**src/dfpa_pkg.sv**
```systemverilog
`timescale 1ns / 1ps
// ----------------------------------------------------------------------------
// dfpa_pkg
// Shared types and constants of the decimal fixed-point ALU.
// ----------------------------------------------------------------------------
package dfpa_pkg;

  localparam int QBITS   = 64;
  localparam int LATENCY = QBITS + 3;

  localparam logic [2:0] ACT_ADD      = 3'd0;
  localparam logic [2:0] ACT_SUB      = 3'd1;
  localparam logic [2:0] ACT_MUL      = 3'd2;
  localparam logic [2:0] ACT_DIV      = 3'd3;
  localparam logic [2:0] ACT_FROM_INT = 3'd4;
  localparam logic [2:0] ACT_TO_INT   = 3'd5;

  localparam logic signed [31:0] FX_MAX = 32'sh7FFF_FFFF;
  localparam logic signed [31:0] FX_MIN = 32'sh8000_0000;

  // Data handed from one divider cell to the next.
  typedef struct packed {
    logic              valid;
    logic [QBITS-1:0]  nq;      // dividend bits shifted out, quotient bits shifted in
    logic [31:0]       rem;
    logic [31:0]       dvs;
    logic              neg;     // quotient sign
    logic              dz;      // division by zero
    logic              dz_pos;  // dividend nonnegative for division by zero
    logic              zero;    // unused action code
  } cell_t;

endpackage

```
**src/dfpa_front.sv**
```systemverilog
`timescale 1ns / 1ps
// ----------------------------------------------------------------------------
// dfpa_front
// Two stages: multiply or add, then dividend and divisor magnitudes.
// ----------------------------------------------------------------------------
module dfpa_front #(
  parameter int SCALE = 1000
) (
  input  logic                clk,
  input  logic                rst,
  input  logic                in_valid,
  input  logic [2:0]          action,
  input  logic signed [31:0]  operand_a,
  input  logic signed [31:0]  operand_b,
  output dfpa_pkg::cell_t     cell_out
);

  localparam logic signed [31:0] SCALE_S = 32'(SCALE);

  logic               s1_valid;
  logic [2:0]         s1_act;
  logic signed [63:0] s1_prod;
  logic signed [63:0] s1_sum;
  logic signed [31:0] s1_a;
  logic signed [31:0] s1_b;

  logic signed [31:0] mul_b;
  logic signed [63:0] num;
  logic signed [31:0] den;

  always_comb begin
    mul_b = (action == dfpa_pkg::ACT_MUL) ? operand_b : SCALE_S;
  end

  always_ff @(posedge clk) begin
    if (rst) begin
      s1_valid <= 1'b0;
    end else begin
      s1_valid <= in_valid;
    end
    s1_act  <= action;
    s1_prod <= operand_a * mul_b;
    s1_sum  <= (action == dfpa_pkg::ACT_SUB)
               ? (64'(operand_a) - 64'(operand_b)) : (64'(operand_a) + 64'(operand_b));
    s1_a    <= operand_a;
    s1_b    <= operand_b;
  end

  always_comb begin
    case (s1_act)
      dfpa_pkg::ACT_ADD, dfpa_pkg::ACT_SUB: begin
        num = s1_sum;
        den = 32'sd1;
      end
      dfpa_pkg::ACT_MUL: begin
        num = s1_prod;
        den = SCALE_S;
      end
      dfpa_pkg::ACT_DIV: begin
        num = s1_prod;
        den = s1_b;
      end
      dfpa_pkg::ACT_FROM_INT: begin
        num = s1_prod;
        den = 32'sd1;
      end
      dfpa_pkg::ACT_TO_INT: begin
        num = 64'(s1_a);
        den = SCALE_S;
      end
      default: begin
        num = '0;
        den = 32'sd1;
      end
    endcase
  end

  always_ff @(posedge clk) begin
    if (rst) begin
      cell_out.valid <= 1'b0;
    end else begin
      cell_out.valid <= s1_valid;
    end
    cell_out.nq     <= num[63] ? 64'(-num) : 64'(num);
    cell_out.rem    <= '0;
    cell_out.dvs    <= den[31] ? 32'(-den) : 32'(den);
    cell_out.neg    <= num[63] ^ den[31];
    cell_out.dz     <= (s1_act == dfpa_pkg::ACT_DIV) && (s1_b == 32'sd0);
    cell_out.dz_pos <= !s1_a[31];
    cell_out.zero   <= (s1_act > dfpa_pkg::ACT_TO_INT);
  end

endmodule

```
**config.mk**
```make
export PLATFORM = sky130hd
export DESIGN_NAME = dfpa_front
export DESIGN_NICKNAME = d
export VERILOG_FILES = /design/src/dfpa_pkg.sv /design/src/dfpa_front.sv
export SDC_FILE = /design/constraint.sdc
export NUM_CORES = 2
export LEC_CHECK = 0
export CORE_AREA = 2 2 308 310
export CTS_CLUSTER_SIZE = 20
export DETAILED_ROUTE_END_ITERATION = 10
export DIE_AREA = 0 0 310 312
export DONT_BUFFER_PORTS = 1
export MAX_ROUTING_LAYER = met4
export PLACE_DENSITY_LB_ADDON = 0.15
export SETUP_SLACK_MARGIN = 0.4
export SLEW_MARGIN = 20
export SYNTH_ARGS = -nofsm -noshare
export SYNTH_HDL_FRONTEND = slang
export SYNTH_SLANG_ARGS = --single-unit
```
**constraint.sdc**
```tcl
create_clock -name clk -period 15.8 [get_ports clk]
set_input_delay 3.95 -clock clk [delete_from_list [all_inputs] [get_ports clk]]
set_output_delay 3.95 -clock clk [all_outputs]
set_load 0.02 [all_outputs]
```
After elaboration in Yosys (flattened, before gate mapping)
Cells that the tools add are included.
{ "totals": {"ff_bits": 297, "in_bits": 70, "out_inout_bits": 133, "elab_cells": 42} }
{ "classes": {"n_addsub": 4, "multipliers": 1, "magnitude_cmp": 1, "eq_ne": 7, "muxes": 6, "bitwise": 1, "n_reduce_logical": 7} }
{ "ops": {"columns": ["operator", "n"], "rows": [
  ["case mux 64 bit (3 select lines)", 1],
  ["multiplier 32 x 32 -> 64 bit", 1],
  ["2-to-1 mux 64 bit", 1],
  ["negator 64 bit", 1],
  ["case mux 32 bit (2 select lines)", 1],
  ["2-to-1 mux 63 bit", 1],
  ["adder 32 x 32 -> 33 bit", 1],
  ["subtractor 32 x 32 -> 33 bit", 1],
  ["zero test 32 bit", 1],
  ["2-to-1 mux 32 bit", 1],
  ["negator 32 bit", 1],
  ["2-to-1 mux 31 bit", 1],
  ["== test 3 x 2 -> 1 bit (second input constant)", 3],
  ["== test 3 x 1 -> 1 bit (second input constant)", 2],
  ["== test 3 bit (second input constant)", 2],
  ["OR reduction 2 bit", 2],
  ["> comparator 3 bit (second input constant)", 1],
  ["zero test 3 bit", 1],
  ["OR reduction 3 bit", 1],
  ["logical AND 1 bit", 1],
  ["zero test 1 bit", 1],
  ["bitwise XOR 1 bit", 1]
]} }

Longest topological paths before layout
{ "logic_depth": {"word_depth": 5, "ltp_mapped": 34, "depth_no_buf": 30} }

Least setup slack after synthesis
No wires, ideal clock.
{ "synth_timing": {"path_kind": "input to register", "from": "in action[0]", "to": "reg s1_prod[61]", "setup_ns": 0.072, "arrival_ns": 12.469, "required_ns": 15.728, "setup_slack_ns": 3.258, "stages": 27, "path_buffers": 3, "cell_sequence": "nor3b_1 clkbuf_1 clkbuf_1 nand2b_1 and2_1 fa_1 inv_1 fa_1 inv_1 fa_1 fa_1 fa_1 fa_1 fa_1 fa_1 ha_1 clkbuf_1 a21o_1 a21o_1 a21oi_1 nor3_1 or4_1 a211o_1 a31oi_1 o211ai_1 o41ai_1 xnor2_1"} }
{ "synth_via": {"elab_chain_len": 3} }
{ "synth_lines": {"columns": ["item", "line", "rtl"], "rows": [
  ["from (decl)", "dfpa_front.sv:12", "input logic [2:0] action,"],
  ["== test 3 x 2 -> 1 bit", "dfpa_front.sv:32", "mul_b = (action == dfpa_pkg::ACT_MUL) ? operand_b : SCALE_S;"],
  ["2-to-1 mux 32 bit", "dfpa_front.sv:32", null],
  ["multiplier 32 x 32 -> 64 bit", "dfpa_front.sv:42", "s1_prod <= operand_a * mul_b;"],
  ["to (signal assigned)", "dfpa_front.sv:42", null],
  ["to (decl)", "dfpa_front.sv:22", "logic signed [63:0] s1_prod;"]
]} }
Every way passes these cells.
A chain may end at the register's enable or synchronous reset.

Worst setup path after layout
{ "layout_timing": {"from": "in action[0]", "to": "reg s1_prod[63]"} }
Same word-level chain as after synthesis.

==> impl_metrics.json <==
{
  "status": "complete, no violations",
  "fp-row-count": 112,
  "firstDrtPassIters": 6,
  "clock-root-buffer": "clkbuf_16",
  "slowest_delay_ns": 0.99,
  "finalSetupViolCount": 0,
  "die_w_um": 310,
  "vias": 36380,
  "synth.ff_latch_count": 266,
  "period_share_pct": 81.66,
  "max_cap_viol_count": 0,
  "vias_per_cell": 5.814,
  "rr_worst_depth": 11,
  "yosys_warnings": 0,
  "postRouteWirelength_um": 152300,
  "ant_nets": 0,
  "yosys-top-cells-area": "fa_1, dfxtp_1, inv_1",
  "clk_pin_slew_worst_paths_ns": 0.07,
  "grt_pass1_wl_um": 236900,
  "setup_tns_ns": 0,
  "rsz0062_at_grt": "false",
  "multi_input_area_um2": 37780,
  "finalHoldViolations": 0,
  "place.gp.congestion": 0.9282,
  "drive_gt1_share_pct": 2.650,
  "period_needed_ns": 12.90,
  "synth_edf_count": 0,
  "core_um2": 93050,
  "post-cts-setup-buffer-count": 0,
  "max_freq_mhz": 77.50,
  "die_h_um": 312,
  "crit_path_max_fanout": 75,
  "cp-end-kind": "flip-flop",
  "cp_slowest_cell": "o31ai_1",
  "avgSynthCellArea_um2": 9.236,
  "crit_path_cell_trace": "nor3b_2 > buf_4 > buf_4 > and2_1 > nand2_1 > fa_1 > inv_1 > fa_1 > fa_1 > fa_1 > fa_1 > fa_1 > fa_1 > fa_1 > ha_1 > nand2_1 > nor2_1 > nand2_1 > o31ai_1 > a31oi_1 > o211ai_1 > o221ai_1 > xnor2_1",
  "syn_area_um2": 48200,
  "hold_path.class": "flip-flop to flip-flop",
  "slew_viol_final": 0,
  "finalClockSkew_ns": 0.03499,
  "grt_max_degree": 143,
  "fill_cells": 8718,
  "yosysSeqAreaShare_pct": 11.05,
  "drt-wirelength-per-cell_um": 24.34,
  "cp.required_ns": 16.23,
  "hold_depth": 1,
  "cts_tree": "yes",
  "htree_levels": 1,
  "critPathMostFrequentCell": "fa_1",
  "path_class": "input port to flip-flop",
  "cts_made_buffers": 25,
  "cp.arrival_ns": 13.33,
  "cp-start-kind": "input port",
  "grt_overflow": 0,
  "drt_iter0_markers": 3292,
  "start_util_pct": 51.80,
  "grt_pass1_vias": 38950,
  "antenna_found_initial": 16,
  "yosysUniqueCellTypes": 92,
  "final_nets": 6334,
  "insertion_delay_ns": 0.58,
  "die_area_um2": 96720,
  "drcViolationCount": 0,
  "register_area_um2": 5328,
  "cts.sinks": 266,
  "post_cts_resize_count": 0,
  "synthArstFlopShare_pct": 0,
  "yosysTopAreaCell": "fa_1",
  "portBuffers": 0,
  "relSlewSlack_pct": 21.32,
  "synth_cells": 5219,
  "grt_use_total_pct": 33.49,
  "ios": 203,
  "cts_hold_buf": 0,
  "tightestPinTransition_ns": 1.170,
  "clockBufferDepth": 3,
  "ys.flop_type": "dfxtp_1",
  "dp_hpwl_um": 112300,
  "area_growth_pct": 3.068,
  "netlist.area_leader.share_pct": 44.98
}
## synth_stat cells (all sizes together), types with 20 or more instances
| cell type | n |
|---|---|
| fa | 1083 |
| inv | 987 |
| nand2 | 607 |
| and3 | 442 |
| clkbuf | 297 |
| dfxtp | 266 |
| ha | 219 |
| nor2 | 192 |
| a21oi | 178 |
| xnor2 | 129 |
| and2 | 114 |
| o21ai | 92 |
| xor2 | 81 |
| buf | 59 |
| nand3 | 49 |
| a21o | 48 |
| a211oi | 34 |
| mux2i | 34 |
| nor3 | 26 |
| nand2b | 21 |
| nor4 | 20 |
## worst max-delay path, delay by kind of cell
family	cells	cell delay (ns)
buffers and inverters	3	0.96
AO/OA/AOI/OAI	4	2.04
adder cells (fa/ha/maj)	9	4.42
AND/OR/NAND/NOR	6	1.72
XOR/XNOR	1	0.15
## metrics by stage
stage / setup slack (ns) / utilization [%] / hold slack (ns) / instances / instance area [um2]
finish: 2.897 / 53.39 / 0.4141 / 6258 / 49680
global route: 2.596 / 53.36 / 0.4381 / 6247 / 49650
CTS: 2.980 / 53.32 / 0.4134 / 6235 / 49620
detailed placement: 2.459 / 52.36 / 0.4001 / 6189 / 48720
global placement: 2.514 / 52.33 / 0.4018 / 6188 / 48690
floorplan: 3.258 / - / 0.3656 / 5250 / 48320
## routing by layer
layer	global-route usage (%)	up-vias	share of wire, %
met5	-	-	0
met4	13.70	0	4.8
met3	5.025	403	8.4
met2	55.45	1695	49
met1	41.04	18770	37
li1	-	15510	-
## cell usage in the layout, fill, tap and decap left out, types with 25 or more instances in the layout
master and count:
fa_1 1083, inv_1 987, nand2_1 606, and3_1 442, dfxtp_1 264, ha_1 219
nor2_1 191, a21oi_1 178, xnor2_1 129, and2_1 112, xor2_1 81, o21ai_0 73
a21o_1 48, nand3_1 48, buf_4 39, mux2i_1 34, a211oi_1 34, conb_1 32
clkbuf_16 25
## final cells by class
cell class              count  share of cell area (%)
multi-input cells        3641                   76.05
inverters                 987                   7.457
well taps                1254                   3.158
clock inverters            20                  0.5213
repair buffers             41                  0.6850
diodes                     23                  0.1159
flip-flops and latches    266                   10.72
clock buffers              26                   1.287
## logic make-up (layout without fill, tap and decap cells)
kind of cell	count (synthesis)	after routing	synth area share, %
AND/OR/NAND/NOR	1568	1568	16.26
adder cells (fa/ha/maj)	1302	1302	50.66
buffers and inverters	1343	1074	10.86
flip-flops	266	266	11.05
other	1	55	0.007780
multiplexers	34	34	0.7061
XOR/XNOR	210	210	3.816
AO/OA/AOI/OAI	495	495	6.632
## state kept, by name, indices dropped and copies added (netlist names)
name	flops
cell_out	101
s1_prod	64
s1_sum	33
s1_a	32
s1_b	32
s1_act	3
s1_valid	1
## worst paths after layout
| check | end | slack (ns) | from |
|---|---|---|---|
| hold reg to reg | cell_out[132] | 0.41 | s1_valid |
| setup / recovery | s1_prod[63] | 2.90 | action[0] |
| setup reg to reg | cell_out[123] | 11.07 | s1_act[2] |
| hold / removal | cell_out[132] | 0.41 | s1_valid |
Power is not shown: default switching activity piles up to over one toggle a cycle in this logic, so the estimate is an artifact.
