`src/dfpa_pkg.sv`:
```
`timescale 1ns / 1ps
// ----------------------------------------------------------------------------
// dfpa_pkg
// Shared types and constants of the decimal fixed-point ALU.
// ----------------------------------------------------------------------------
package dfpa_pkg;

  localparam int QBITS   = 64;
  localparam int LATENCY = QBITS + 3;

  localparam logic [2:0] ACT_ADD      = 3'd0;
  localparam logic [2:0] ACT_SUB      = 3'd1;
  localparam logic [2:0] ACT_MUL      = 3'd2;
  localparam logic [2:0] ACT_DIV      = 3'd3;
  localparam logic [2:0] ACT_FROM_INT = 3'd4;
  localparam logic [2:0] ACT_TO_INT   = 3'd5;

  localparam logic signed [31:0] FX_MAX = 32'sh7FFF_FFFF;
  localparam logic signed [31:0] FX_MIN = 32'sh8000_0000;

  // Data handed from one divider cell to the next.
  typedef struct packed {
    logic              valid;
    logic [QBITS-1:0]  nq;      // dividend bits shifted out, quotient bits shifted in
    logic [31:0]       rem;
    logic [31:0]       dvs;
    logic              neg;     // quotient sign
    logic              dz;      // division by zero
    logic              dz_pos;  // dividend nonnegative for division by zero
    logic              zero;    // unused action code
  } cell_t;

endpackage

```
`src/dfpa_cell.sv`:
```
`timescale 1ns / 1ps
// ----------------------------------------------------------------------------
// dfpa_cell
// One restoring division step: one quotient bit per cell.
// ----------------------------------------------------------------------------
module dfpa_cell (
  input  logic            clk,
  input  logic            rst,
  input  dfpa_pkg::cell_t cell_in,
  output dfpa_pkg::cell_t cell_out
);

  logic [32:0] trial;
  logic        ge;
  logic [32:0] rem_next;

  always_comb begin
    trial    = {cell_in.rem, cell_in.nq[dfpa_pkg::QBITS-1]};
    ge       = trial >= {1'b0, cell_in.dvs};
    rem_next = ge ? (trial - {1'b0, cell_in.dvs}) : trial;
  end

  always_ff @(posedge clk) begin
    if (rst) begin
      cell_out.valid <= 1'b0;
    end else begin
      cell_out.valid <= cell_in.valid;
    end
    cell_out.nq     <= {cell_in.nq[dfpa_pkg::QBITS-2:0], ge};
    cell_out.rem    <= rem_next[31:0];
    cell_out.dvs    <= cell_in.dvs;
    cell_out.neg    <= cell_in.neg;
    cell_out.dz     <= cell_in.dz;
    cell_out.dz_pos <= cell_in.dz_pos;
    cell_out.zero   <= cell_in.zero;
  end

endmodule

```
`config.mk`:
```
export PLATFORM = sky130hd
export DESIGN_NAME = dfpa_cell
export DESIGN_NICKNAME = d
export VERILOG_FILES = /design/src/dfpa_pkg.sv /design/src/dfpa_cell.sv
export SDC_FILE = /design/constraint.sdc
export NUM_CORES = 1
export LEC_CHECK = 0
export BUFFER_PORTS_ARGS = -buffer_cell sky130_fd_sc_hd__buf_2
export CAP_MARGIN = 20
export CORE_ASPECT_RATIO = 0.8
export CORE_MARGIN = 2
export CORE_UTILIZATION = 40
export CTS_CLUSTER_SIZE = 40
export DETAILED_ROUTE_END_ITERATION = 10
export PLACE_DENSITY = 0.76
export SLEW_MARGIN = 20
export SYNTH_ARGS = -nofsm -noshare
export SYNTH_HDL_FRONTEND = slang
export SYNTH_SLANG_ARGS = --single-unit
```
`constraint.sdc`:
```
create_clock -name clk -period 3.1 [get_ports clk]
set_clock_uncertainty 0.15 [all_clocks]
set_input_delay 0.155 -clock clk [delete_from_list [all_inputs] [get_ports clk]]
set_output_delay 0.155 -clock clk [all_outputs]
set_load 0.01 [all_outputs]
```
== Word-level counts from Yosys, hierarchy flattened ==
Cells that the tools add are included.
Storage, ports and cells
  register bits: 133
  bits of input ports: 135
  logic and storage cells: 11
Operators by class
  multiplexer cells: 1
  add/subtract/negate cells: 1
  order comparisons: 1
Operator list (number)
  $ge A33 B32 Y1: 1
  $mux W32: 1
  $sub A32 B32 Y32: 1

== Longest topological paths before layout ==
Gate-level depths: netlist of run 1.
  depth after elaboration: 2
  gate-level depth with buffers: 13
  depth with buffers taken out: 12

== Worst setup path before layout of run 1 ==
OpenSTA, ideal clock, no wires.
  path kind: in2reg
  start point: in cell_in[11] (netlist bit)
  end point: reg cell_out[49] (netlist bit)
  path buffers: 2
  path slack: 0.158 ns
  arrival time: 2.668 ns
  stages on the path: 12
  required time: 2.827 ns
  cells stage by stage: inv_1 > ha_1 > buf_2 > nand4_1 > or4_1 > a21oi_1 > nor3_1 > a211oi_2 > o21ai_2 > o31ai_4 > buf_4 > mux2_1
Between the ends
  cells in the longest elaborated chain, start to end: 2
  elaborated cells on any way between the ends: 3
RTL lines
  from (decl): line dfpa_cell.sv:9  | input dfpa_pkg::cell_t cell_in,
  $sub A32 B32 Y32 or $ge A33 B32 Y1 (tied branches): line dfpa_cell.sv:20, dfpa_cell.sv:19
  $mux W32 (*): line dfpa_cell.sv:20  | rem_next = ge ? (trial - {1'b0, cell_in.dvs}) : trial;
  via rem_next[13]: line dfpa_cell.sv:15  | logic [32:0] rem_next;
  to (decl): line dfpa_cell.sv:10  | output dfpa_pkg::cell_t cell_out
The timed path passes the listed nets; every way through them passes the cells marked *.
A chain may end at the register's enable or synchronous reset.

== Final worst setup path of run 1 ==
  start point: in cell_in[42] (netlist bit)
  end point: reg cell_out[60] (netlist bit)
The elaborated chain is that of the path after synthesis.

==> impl_results.md, run 1 <==
* CTS clock-pin slew for the worst setup and hold paths at 60 ps
* Maximum number of buffers from clock root to sink at 2
* Core Util, Final at 0.715
* Mapped Cells at 479
* Final setup violation count at 0
* Top Registers: cell_out (133)
* Ys async rst share at 0
* Main flop type after synthesis: sky130_fd_sc_hd__dfxtp_1
* CP Capture Type: register
* Library cell occupying the most area in the post-synthesis netlist: sky130_fd_sc_hd__dfxtp_1
* Antenna diodes at 0
* Worst slew margin relative to its limit at 0.726
* Type of the tightest min-delay check: in2reg
* Number of nets in the final layout at 1073
* Worst path cell trace: dlygate4sd3_1 -> ha_4 -> nand4_1 -> or4_4 -> a21oi_2 -> nor3_2 -> a211oi_2 -> o21ai_2 -> o31ai_4 -> buf_6 -> buf_6 -> nand4_1 -> o21ai_0
* Post-detailed-route count of antenna-violating nets at 0
* Maximum number of pins on one net before global-route repair at 22
* Fraction of synthesized area in multiplexers at 0.0251
* Remaining Overflow, GRT at 0
* Power per cell area at 573 nW/um^2
* Net count after synthesis at 647
* Final std cell area, no fill at 8590 sq um
* Effective utilization at floorplan at 0.406
* Commonest non-fill, non-tap cell in the layout: sky130_fd_sc_hd__buf_2
* Layout cells sized above 1 at 0.374
* Vias in the first global route at 4946
* Yosys cell types at 48
* Number of clock sinks seen by CTS at 133
* Combinational family with the most area after synthesis: compound AO/OA/AOI/OAI gates
* Critical Path Source Type: input pin
* Setup CP Type: in2reg
* I/O pin count at 268
* Number of vias in the routed layout at 5116
* Transition time at the pin with the least slew margin at 407 ps
* Number of buffers created by CTS at 17
* Area fraction in compound gates after synthesis at 0.150
* H-tree depth reported by CTS at 4
* Maximum single-stage delay on the critical path at 590 ps
* Total track usage at 0.251
* IR drop worst, VDD at 0.495 mV
* Routed wire length at 17300 um
* Number of design-rule violations left by the first detailed-router iteration at 199
* Core Footprint at 12000 sq um
* Most flop-heavy register: cell_out
* Detail-routed via count per cell at 4.78
* Average size of a mapped cell at 10.2 sq um
* Leakage power at 0.00421 uW
* Total of warnings raised by yosys at 0
* Crit path required time at 3240 ps
* Routed wirelength normalized by instance count at 16.2 um
* Maximum fanout along the worst path at 15
* Post-route minimum period at 3040 ps
* Post-synth design cell area at 4880 sq um
* Wire length of the first global-routing pass at 25500 um
* Max-cap violations at 0
* Number of iterations in the first detailed-routing pass at 5
* Final worst hold slack at 37.9 ps
* Number of flip-flops in the largest register at 133
* Seq cells post-synth at 133
* Status: completed
* Final cycle utilization of the critical path at 0.982
* DP Area at 6500 sq um
* Simple logic cell fraction of the synthesized area at 0.0967
* Maximum frequency from static timing analysis at 0.329 GHz
* Final setup TNS at 0 ps
* Count of port buffers added during placement at 267
* Total count of max-transition violations in the final report at 0
* CTS Root Buffer Type: sky130_fd_sc_hd__clkbuf_16
* HPWL reported at the end of detailed placement at 11300 um
* Synth-to-layout area growth at 76.2%
* Cells taking the most area after synthesis: sky130_fd_sc_hd__dfxtp_1, sky130_fd_sc_hd__ha_1, sky130_fd_sc_hd__a21oi_1, sky130_fd_sc_hd__inv_1, sky130_fd_sc_hd__nor2_1
* Final hold vios at 0
* Initial antenna violation count at 1
* Die Footprint at 13100 sq um
* Share of the yosys chip area belonging to registers at 0.546
* Adder-cell area share of the yosys netlist at 0.0862
* RD Place Congestion at 0.859
* Most frequent cells in the layout: sky130_fd_sc_hd__buf_2, sky130_fd_sc_hd__dlygate4sd3_1, sky130_fd_sc_hd__dfxtp_1
* Number of enable-type register cells in the synthesized netlist at 0
* Die Height at 103 um
* Overall die width at 127 um
* CTS tree: done
* Xor/xnor cell area share of the yosys netlist at 0.0485
* Post-route DRC at 0
* CP max stage cell: sky130_fd_sc_hd__dlygate4sd3_1
* Worst endpoint data arrival time at 3180 ps
* Fraction of synthesized cell area taken by the top area cell type at 0.546
* FP Rows at 36
==> routing by layer <==
metal	wire (um)	vias up	GRT usage
met5	10	-	0
met4	466	2	0.0947
met3	1110	33	0.0706
met2	8640	212	0.445
met1	7090	2366	0.292
li1	-	2503	-
==> power breakdown <==
group | total, uW | internal [uW] | switching [uW]
Combinational | 1080 | 541 | 535
Clock | 1940 | 1130 | 810
Sequential | 1910 | 1870 | 40.6
==> critical path, delay by kind of cell <==
kind                       cells  cell delay (ps)
AOI/OAI and AO/OA              5              960
buffers and inverters          3              900
and+or+nand+nor                4              860
adders and majority gates      1              290
==> kinds of logic (layout without fill, tap and decap cells) <==
| group | count (synthesis) | count (layout) |
|---|---|---|
| AND/OR/NAND/NOR | 100 | 100 |
| XOR/XNOR | 27 | 27 |
| buffers and inverters | 56 | 495 |
| adder cells (fa/ha/maj) | 33 | 33 |
| flip-flops | 133 | 133 |
| AO/OA/AOI/OAI | 119 | 119 |
| multiplexers | 11 | 11 |
==> stage by stage <==
stage,setup slack (ps),total power (uW),std cells
final,55.9,4920,1070
after global routing,-34.2,5130,1070
after CTS,29.7,4900,1071
after detailed placement,-30.8,2830,903
after global placement,68.5,2820,903
after floorplan,158,2440,479
==> cell type report <==
| class | count | area (sq um) |
|---|---|---|
| Fill cell | 867 | 3430 |
| Multi-Input combinational cell | 290 | 2100 |
| Tap cell | 152 | 190 |
| Inverter | 38 | 143 |
| Clock buffer | 18 | 429 |
| Sequential cell | 133 | 2660 |
| Timing Repair Buffer | 425 | 2930 |
| Clock inverter | 14 | 140 |
==> cells in the mapped netlist (4+ instances only) <==
library cell and number:
sky130_fd_sc_hd__a21o_1 12, sky130_fd_sc_hd__a21oi_1 56, sky130_fd_sc_hd__a31oi_1 5, sky130_fd_sc_hd__buf_2 8, sky130_fd_sc_hd__clkbuf_1 6, sky130_fd_sc_hd__dfxtp_1 133, sky130_fd_sc_hd__ha_1 32, sky130_fd_sc_hd__inv_1 38
sky130_fd_sc_hd__mux2_1 4, sky130_fd_sc_hd__mux2_2 6, sky130_fd_sc_hd__nand2_1 26, sky130_fd_sc_hd__nand3_1 8, sky130_fd_sc_hd__nand4_1 8, sky130_fd_sc_hd__nor2_1 35, sky130_fd_sc_hd__nor2b_1 4, sky130_fd_sc_hd__nor4_1 4
sky130_fd_sc_hd__o211ai_1 4, sky130_fd_sc_hd__o21a_1 6, sky130_fd_sc_hd__o21ai_0 16, sky130_fd_sc_hd__xnor2_1 15, sky130_fd_sc_hd__xor2_1 12
==> final timing paths <==
| check | startpoint | endpoint | slack (ps) | cells past startpoint |
|---|---|---|---|---|
| worst max-delay path | cell_in[42] | cell_out[60] | 60 | 13 |
| worst min-delay path | cell_in[40] | cell_out[41] | 40 | 3 |
==> timing repair <==
| action | in CTS | in global routing |
|---|---|---|
| resized for setup | 0 | 22 |
| endpoints found under the setup margin | 0 | 26 |
| hold buffers | 136 | 3 |
| buffers inserted | 0 | 4 |
| hold endpoints to repair | 132 | 3 |
Power figures use the tool's default switching activity.
==> run 2: changes to the inputs <==
--- a/config.mk
+++ b/config.mk
@@ -5,6 +5,7 @@
 export SDC_FILE = /design/constraint.sdc
 export NUM_CORES = 1
 export LEC_CHECK = 0
+export ABC_AREA = 1
 export BUFFER_PORTS_ARGS = -buffer_cell sky130_fd_sc_hd__buf_2
 export CAP_MARGIN = 20
 export CORE_ASPECT_RATIO = 0.8
@@ -12,7 +13,7 @@
 export CORE_UTILIZATION = 40
 export CTS_CLUSTER_SIZE = 40
 export DETAILED_ROUTE_END_ITERATION = 10
-export PLACE_DENSITY = 0.76
+export PLACE_DENSITY = 0.73
 export SLEW_MARGIN = 20
 export SYNTH_ARGS = -nofsm -noshare
 export SYNTH_HDL_FRONTEND = slang
==> impl_results.md, run 2 <==
* Worst Setup Slack, final at 554 ps
* Total track usage at 0.262
* Total count of max-transition violations in the final report at 0
* Number of clock sinks seen by CTS at 133
* Core Footprint at 14200 sq um
* Transition time at the pin with the least slew margin at 398 ps
* Final std cell area, no fill at 9200 sq um
* Post-detailed-route count of antenna-violating nets at 0
* Average size of a mapped cell at 7.36 sq um
* Number of enable-type register cells in the synthesized netlist at 0
* Number of iterations in the first detailed-routing pass at 5
* Die Footprint at 15400 sq um
* Number of nets in the final layout at 1365
* Leakage power at 0.00517 uW
* Initial antenna violation count at 0
* Worst path cell trace: dlygate4sd3_1 -> buf_2 -> inv_1 -> ha_1 -> nand2_1 -> nor2_2 -> nand2_1 -> nor2_2 -> nand2_1 -> nand3_1 -> nor2_2 -> nand2_8 -> inv_4 -> nand2_1 -> nand2_1
* Type of the tightest min-delay check: in2reg
* Number of design-rule violations left by the first detailed-router iteration at 219
* Commonest non-fill, non-tap cell in the layout: sky130_fd_sc_hd__nand2_1
* Net count after synthesis at 953
* Overall die width at 138 um
* Final cycle utilization of the critical path at 0.821
* Power per cell area at 547 nW/um^2
* Yosys cell types at 27
* Routed wire length at 20000 um
* Total of warnings raised by yosys at 0
* CTS clock-pin slew for the worst setup and hold paths at 60 ps
* Library cell occupying the most area in the post-synthesis netlist: sky130_fd_sc_hd__dfxtp_1
* Effective utilization at floorplan at 0.407
* Final hold vios at 0
* HPWL reported at the end of detailed placement at 13900 um
* Final setup violation count at 0
* Final setup TNS at 0 ps
* Maximum fanout along the worst path at 36
* Max-cap violations at 0
* Crit path required time at 3300 ps
* Worst slew margin relative to its limit at 0.735
* CTS-repair resized insts at 0
* FP Rows at 39
* Maximum frequency from static timing analysis at 0.393 GHz
* Antenna diodes at 0
* Maximum number of buffers from clock root to sink at 2
* I/O pin count at 268
* Launch instance of the worst min-delay path: cell_in[84]
* Most Frequent Cell on Critical Path: sky130_fd_sc_hd__nand2_1
* Crit-path leading delay family: simple AND/OR/NAND/NOR gates
* Layout cells sized above 1 at 0.269
* Post-route DRC at 0
* Worst slack at placement at 666 ps
* Seq cells post-synth at 133
* CP max stage cell: sky130_fd_sc_hd__dlygate4sd3_1
* Count of port buffers added during placement at 267
* Critical Path Source Type: input pin
* RD Place Congestion at 0.931
* Worst endpoint data arrival time at 2750 ps
* Critical path origin: cell_in[13]
* Number of flip-flops in the largest register at 133
* Number of buffers created by CTS at 17
* Detail-routed via count per cell at 4.44
* Top Registers: cell_out (133)
* Setup CP Type: in2reg
* Remaining Overflow, GRT at 0
* Ys async rst share at 0
* IR drop worst, VDD at 0.407 mV
* Most flop-heavy register: cell_out
* DP Area at 7270 sq um
* CTS tree: done
* Cells taking the most area after synthesis: sky130_fd_sc_hd__dfxtp_1, sky130_fd_sc_hd__nand2_1, sky130_fd_sc_hd__inv_1, sky130_fd_sc_hd__ha_1, sky130_fd_sc_hd__nand3_1
* Post-synth design cell area at 5780 sq um
* Die Height at 112 um
* Routed wirelength normalized by instance count at 14.4 um
* Most instantiated cells after synthesis: sky130_fd_sc_hd__nand2_1, sky130_fd_sc_hd__inv_1, sky130_fd_sc_hd__dfxtp_1
* Vias in the first global route at 6290
* Maximum single-stage delay on the critical path at 540 ps
* CTS Root Buffer Type: sky130_fd_sc_hd__clkbuf_16
* RSZ-0062 raised after global routing: false
* Share of the yosys chip area belonging to registers at 0.461
* Dominant cell by count in the synthesized netlist: sky130_fd_sc_hd__nand2_1
* Fraction of synthesized cell area taken by the top area cell type at 0.461
* CP Capture Type: register
* H-tree depth reported by CTS at 4
* Critical path buffers and inverters at 4
* Synth-to-layout area growth at 59.1%
* Mapped Cells at 785
* Wire length of the first global-routing pass at 32200 um
* Most frequent cells in the layout: sky130_fd_sc_hd__nand2_1, sky130_fd_sc_hd__buf_2, sky130_fd_sc_hd__inv_1
* Number of buffers inserted to repair setup after CTS at 0
* Number of vias in the routed layout at 6185
* Status: completed
* Main flop type after synthesis: sky130_fd_sc_hd__dfxtp_1
* Post-route minimum period at 2550 ps
* Maximum number of pins on one net before global-route repair at 37
run 2: cell types whose count changed after synthesis, moves of 7 or more:
| cell | previous run | this run |
|---|---|---|
| sky130_fd_sc_hd__a21o_1 | 12 | 0 |
| sky130_fd_sc_hd__a21oi_1 | 56 | 21 |
| sky130_fd_sc_hd__buf_2 | 8 | 1 |
| sky130_fd_sc_hd__inv_1 | 38 | 151 |
| sky130_fd_sc_hd__nand2_1 | 26 | 297 |
| sky130_fd_sc_hd__nand2_2 | 0 | 11 |
| sky130_fd_sc_hd__nand3_1 | 8 | 37 |
| sky130_fd_sc_hd__nand3b_1 | 1 | 10 |
| sky130_fd_sc_hd__o21ai_0 | 16 | 2 |
| sky130_fd_sc_hd__xnor2_1 | 15 | 1 |
run 2: power by group:
group          internal (uW)  switching, uW  leakage [uW]
clock                   1210            848      0.000291
combinational            467            606       0.00375
sequential              1860           41.7       0.00112
run 2: kinds of logic after synthesis:
family	share of synthesized area
AND/OR/NAND/NOR	0.311
flip-flops	0.461
XOR/XNOR	0.0212
adder cells (fa/ha/maj)	0.0727
buffers and inverters	0.112
AO/OA/AOI/OAI	0.0225
run 2: layout make-up:
class	instances	area, sq um
clock buffers	17	425
clock inverters	15	168
inverters	153	577
flip-flops and latches	133	2660
well taps	184	230
multi-input cells	492	2470
fillers	1232	5000
repair buffers	400	2670
run 2: routing by layer:
metal / part of all wire / up-vias / track usage
met3: 0.070 / 34 / 0.0710
met5: 0 / - / 0
met4: 0.024 / 0 / 0.0857
li1: - / 3175 / -
met1: 0.42 / 2747 / 0.314
met2: 0.48 / 229 / 0.459
run 2: repair_timing:
item                                    in CTS  in global routing
hold endpoints to repair                   132                  0
hold buffers                               133                  0
endpoints found under the setup margin       0                  0
run 2: metrics by stage:
stage / total power [uW] / instances / hold WS (ps) / utilization
final: 5030 / 1394 / 219 / 0.648
after global routing: 5270 / 1394 / 214 / 0.648
after CTS: 5030 / 1394 / 209 / 0.648
after detailed placement: 2870 / 1229 / 109 / 0.512
after global placement: 2860 / 1229 / 108 / 0.512
after floorplan: 2490 / 785 / 32.7 / -
run 2: worst paths after layout:
path,endpoint,cells after the start
setup / recovery,cell_out[61],15
hold / removal,cell_out[85],2
